File: config.mk
export PLATFORM = sky130hd
export DESIGN_NAME = ptlct_div_cell
export DESIGN_NICKNAME = d
export VERILOG_FILES = /design/src/ptlct_pkg.sv /design/src/ptlct_div_cell.sv
export SDC_FILE = /design/constraint.sdc
export NUM_CORES = 1
export LEC_CHECK = 0
export BUFFER_PORTS_ARGS = -buffer_cell sky130_fd_sc_hd__buf_2
export CAP_MARGIN = 20
export CELL_PAD_IN_SITES_DETAIL_PLACEMENT = 1
export CELL_PAD_IN_SITES_GLOBAL_PLACEMENT = 2
export CORE_MARGIN = 2
export CORE_UTILIZATION = 33
export CTS_BUF_LIST = sky130_fd_sc_hd__clkbuf_16
export CTS_CLUSTER_SIZE = 8
export DETAILED_ROUTE_END_ITERATION = 7
export HOLD_SLACK_MARGIN = 0.1
export PLACE_DENSITY = 0.89
export SLEW_MARGIN = 0
export SYNTH_ARGS = -nofsm -noshare
export SYNTH_HDL_FRONTEND = slang
export SYNTH_SLANG_ARGS = --single-unit
File: constraint.sdc
create_clock -name clk -period 7.9 [get_ports clk]
set_input_delay 1.58 -clock clk [delete_from_list [all_inputs] [get_ports clk]]
set_output_delay 1.58 -clock clk [all_outputs]
set_load 0.05 [all_outputs]
File: src/ptlct_pkg.sv
// ptlct_pkg: shared types, constants and helpers for the parent-to-local transform.
// No dependencies; imported by every module of the block.
`timescale 1ns / 1ps
package ptlct_pkg;

	localparam int TRIG_STEPS = 16;
	localparam int DIV_BITS   = 34;
	localparam int PIPE_DEPTH = TRIG_STEPS + DIV_BITS + 7;

	localparam logic signed [17:0] FULL_TURN    = 18'sd23040;
	localparam logic signed [17:0] HALF_TURN    = 18'sd11520;
	localparam logic signed [17:0] QUARTER_TURN = 18'sd5760;
	localparam logic signed [32:0] GAIN_INV     = 33'sd652032874;
	localparam logic signed [32:0] ONE_Q30      = 33'sd1073741824;

	localparam logic [2:0] REG_POS_X = 3'd0;
	localparam logic [2:0] REG_POS_Y = 3'd1;
	localparam logic [2:0] REG_PIV_X = 3'd2;
	localparam logic [2:0] REG_PIV_Y = 3'd3;
	localparam logic [2:0] REG_SCL_X = 3'd4;
	localparam logic [2:0] REG_SCL_Y = 3'd5;
	localparam logic [2:0] REG_ROT   = 3'd6;

	localparam logic [1:0] SP_NONE  = 2'd0;
	localparam logic [1:0] SP_ZERO  = 2'd1;
	localparam logic [1:0] SP_POS90 = 2'd2;
	localparam logic [1:0] SP_NEG90 = 2'd3;

	typedef logic signed [34:0] off_t;

	typedef struct packed {
		logic signed [32:0] x;
		logic signed [32:0] y;
		logic signed [25:0] z;
		logic [1:0]         spec;
		logic               flip;
		off_t               tox;
		off_t               toy;
	} cordic_t;

	typedef struct packed {
		logic        neg;
		logic        big;
		logic [69:0] rem;
		logic [33:0] quo;
	} div_t;

	// arctangent of 2^-i in units of 2^-16 degree
	function automatic logic signed [25:0] atan_lut(input logic [4:0] i);
		logic signed [25:0] v;
		unique case (i)
			5'd0:  v = 26'sd2949120;
			5'd1:  v = 26'sd1740967;
			5'd2:  v = 26'sd919879;
			5'd3:  v = 26'sd466945;
			5'd4:  v = 26'sd234379;
			5'd5:  v = 26'sd117304;
			5'd6:  v = 26'sd58666;
			5'd7:  v = 26'sd29335;
			5'd8:  v = 26'sd14668;
			5'd9:  v = 26'sd7334;
			5'd10: v = 26'sd3667;
			5'd11: v = 26'sd1833;
			5'd12: v = 26'sd917;
			5'd13: v = 26'sd458;
			5'd14: v = 26'sd229;
			5'd15: v = 26'sd115;
			5'd16: v = 26'sd57;
			5'd17: v = 26'sd29;
			5'd18: v = 26'sd14;
			5'd19: v = 26'sd7;
			5'd20: v = 26'sd4;
			5'd21: v = 26'sd2;
			5'd22: v = 26'sd1;
			default: v = 26'sd0;
		endcase
		return v;
	endfunction

	// sign, pivot add, zero-scale clear and saturation of one axis
	function automatic logic [31:0] finish_axis(input div_t d, input logic signed [31:0] piv,
		input logic zero);
		logic signed [35:0] qs;
		logic signed [36:0] sum;
		logic [31:0]        r;
		qs  = d.neg ? -$signed({2'b00, d.quo}) : $signed({2'b00, d.quo});
		sum = 37'(qs) + 37'(piv);
		if (zero)
			r = 32'h0000_0000;
		else if (d.big)
			r = d.neg ? 32'h8000_0000 : 32'h7FFF_FFFF;
		else if (sum > 37'sd2147483647)
			r = 32'h7FFF_FFFF;
		else if (sum < -37'sd2147483648)
			r = 32'h8000_0000;
		else
			r = sum[31:0];
		return r;
	endfunction

endpackage

File: src/ptlct_div_cell.sv
// ptlct_div_cell: one registered restoring-division step, one quotient bit.
// Depends on ptlct_pkg.
`timescale 1ns / 1ps
module ptlct_div_cell
	import ptlct_pkg::*;
(
	input  logic        clk,
	input  logic        en,
	input  logic [5:0]  step,
	input  logic [33:0] divisor,
	input  div_t        data,
	output div_t        result
);

	div_t nxt;
	div_t res_q;

	always_comb begin
		logic [69:0] sh;
		sh  = {36'd0, divisor} << step;
		nxt = data;
		if (data.rem >= sh) begin
			nxt.rem = data.rem - sh;
			nxt.quo = data.quo | (34'd1 << step);
		end
	end

	always_ff @(posedge clk) begin
		if (en)
			res_q <= nxt;
	end

	assign result = res_q;

endmodule

==> metrics.txt <==
status complete, no violations; ys async rst share 0%; Max stage delay on crit path between 0.6 and 0.7 ns; RSZ-0062 raised after global routing no; CTS buffer count 9; Cell Count, Final, Fillers Out between 1500 and 2000; Hold WS ~1.4 ns; synth cell count leaders nand2_1 (160), a21oi_1 (116), edfxtp_1 (106); syn nets ~1500; final number of setup-violating endpoints 0; largest net degree at the start of global routing between 60 and 70; largest cells by area after synthesis edfxtp_1 (29%), ha_1 (8.2%), mux2_1 (6.3%); Worst Path Required roughly 8.0 ns; Crit-path slowest cell o41ai_1; WL final between 40000 and 50000 µm; Mapped Area between 10000 and 15000 µm²; clock sink total about 110; Synth Instances 1246; Final HPWL DP 35300 µm; first-pass GRT wire length 66300 µm; initial antenna violation count 0; register area share after synthesis between 20% and 30%; CP Capture Type flip-flop; Slew Viols, Final 0; Ant. Diodes 0; first drt pass iteration count 5; CP Max Fanout 24; area occupied by multi-input gates 7450 µm²; Startpoint Class input pin; most common cell in the netlist nand2_1; Die Ht about 190 µm; DR iter-0 viols 849; htree depth 3; Pwr Density 204 nW/µm²; synthesized area per cell between 8 and 9 µm²; Syn. warnings 0; post-CTS setup buffer count 0; Port Buffers about 250; core area 33300 µm²; GRT Residual Overflow 0; die area approximately 35000 µm²; CTS clk-pin slew, worst paths approximately 0.08 ns; GPL Wtd Cong 0.939; layout cells sized above 1 about a quarter; Top FF cell, synth edfxtp_1; library cells used by synthesis 77; flops & latches, synth 106; Die W approximately 190 µm; # hold bufs at CTS 0; Synth top area share 28.8%; endpoints failing hold 0; vias in the first global route ~11000; Tcrit/Tclk final between 80% and 90%; Worst-Margin Slew approximately 0.90 ns; placed cells between 1500 and 2000; register area around 3200 µm²; Hold Path Class input pin to flip-flop; Post-DP Area about 13000 µm²; CTS tree done; Final Core Density 39.5%; Core Rows 67; max_cap viols 0; Critical Path AT ~6.9 ns; Rel. slew slack between 30% and 40%; DR vias/cell between 5 and 6; max FFs per register 106; setup_tns 0 ns; antenna viol nets, final 0; Starting Density between 30% and 40%; critical path type input pin to flip-flop; Area Overhead vs Synth 19.0%; vias about 11000; fin crit period ~6.8 ns; DR DRC count 0; Resized Gates After CTS 0; worst-path cell chain buf_2 -> buf_4 -> mux2_2 -> nor2_1 -> a21oi_1 -> mux2i_1 -> o21ai_0 -> mux2i_1 -> o22a_1 -> ha_1 -> nand2_1 -> o21a_1 -> o21ai_1 -> a211oi_1 -> o41ai_1 -> a211o_1 -> a22oi_2 -> a21oi_4 -> buf_12 -> buf_12 -> mux2_1; max frequency ~0.15 GHz; fillers a little under 4000; EDFF count, synth 106; post-route cell area roughly 13000 µm²; Synth area leader edfxtp_1; drt wl/cell 22.6 µm; clock root cell clkbuf_16; Ports 254; Max IR drop VDD between 0.1 and 0.15 mV; clock buffer depth 2; Leakage roughly 0.0054 µW; Tot GR Track Use 24.3%; NumNets Final ~1700
critical path, delay by kind of cell:
kind | cells | cell delay, ns
mux | 4 | 0.85
simple gates | 2 | 0.18
compound gates | 10 | 2.87
buf+inv | 4 | 0.96
fa+ha+maj | 1 | 0.48
power by group:
part	internal, µW	switching [µW]	leakage [µW]
clock network	232	261	0.000157
logic	469	968	0.00418
registers	736	24.0	0.00104
total	1440	1250	0.00538
cells in the final DEF (no fill, tap or decap), types with 17 or more instances in the layout:
| master | synthesis | final |
|---|---|---|
| edfxtp_1 | 106 | 106 |
| nor2_1 | 85 | 84 |
| xnor2_1 | 37 | 37 |
| a31o_1 | 17 | 17 |
| a21oi_1 | 116 | 116 |
| ha_1 | 72 | 72 |
| a21o_1 | 42 | 42 |
| buf_4 | 2 | 29 |
| mux2_1 | 62 | 62 |
| o21ai_0 | 71 | 71 |
| a22oi_1 | 22 | 22 |
| mux2i_1 | 39 | 39 |
| nand2_1 | 160 | 160 |
| buf_2 | 22 | 252 |
| nand4_1 | 25 | 25 |
| xor2_1 | 29 | 29 |
logic make-up (layout without fill, tap and decap cells):
family                     count (synthesis)  after routing  share of synthesized area [%]
AOI/OAI and AO/OA                        394            394                           23.5
xor gates and xnor gates                  66             66                           5.23
adders and majority gates                 73             73                           8.33
buffers and inverters                    100            317                           3.85
DFF                                      106            106                           28.8
muxes                                    133            133                           14.7
and+or+nand+nor                          374            374                           15.6
path summary, 6_finish.rpt:
kind,from,endpoint,slack (ns),depth (start not counted)
worst min-delay path,data[104],result[104],1.37,1
worst max-delay path,step[0],result[90],1.08,21
metrics by stage:
| step | setup slack [ns] | power, µW |
|---|---|---|
| 6_report | 1.08 | 2690 |
| 3_5_place_dp | 0.789 | 2190 |
| 2_1_floorplan | 1.86 | 1780 |
| 3_3_place_gp | 0.584 | 2170 |
| 4_1_cts | 1.17 | 2700 |
| 5_1_grt | 0.613 | 2830 |
per-layer routing:
layer	vias up	wire length [µm]	track usage, %
met4	0	826	6.11
met3	42	2120	2.57
met1	5408	20300	34.8
met2	368	19900	39.2
li1	5148	-	-
met5	-	0	0
layout make-up:
| type | count | share of cell area [%] |
|---|---|---|
| Timing Repair Buffer | 287 | 12.0 |
| Multi-Input combinational cell | 1040 | 56.6 |
| Clock buffer | 9 | 1.71 |
| Tap cell | 448 | 4.26 |
| Clock inverter | 7 | 0.751 |
| Inverter | 14 | 0.399 |
| Sequential cell | 106 | 24.2 |
(Power assumes the default switching activity.)
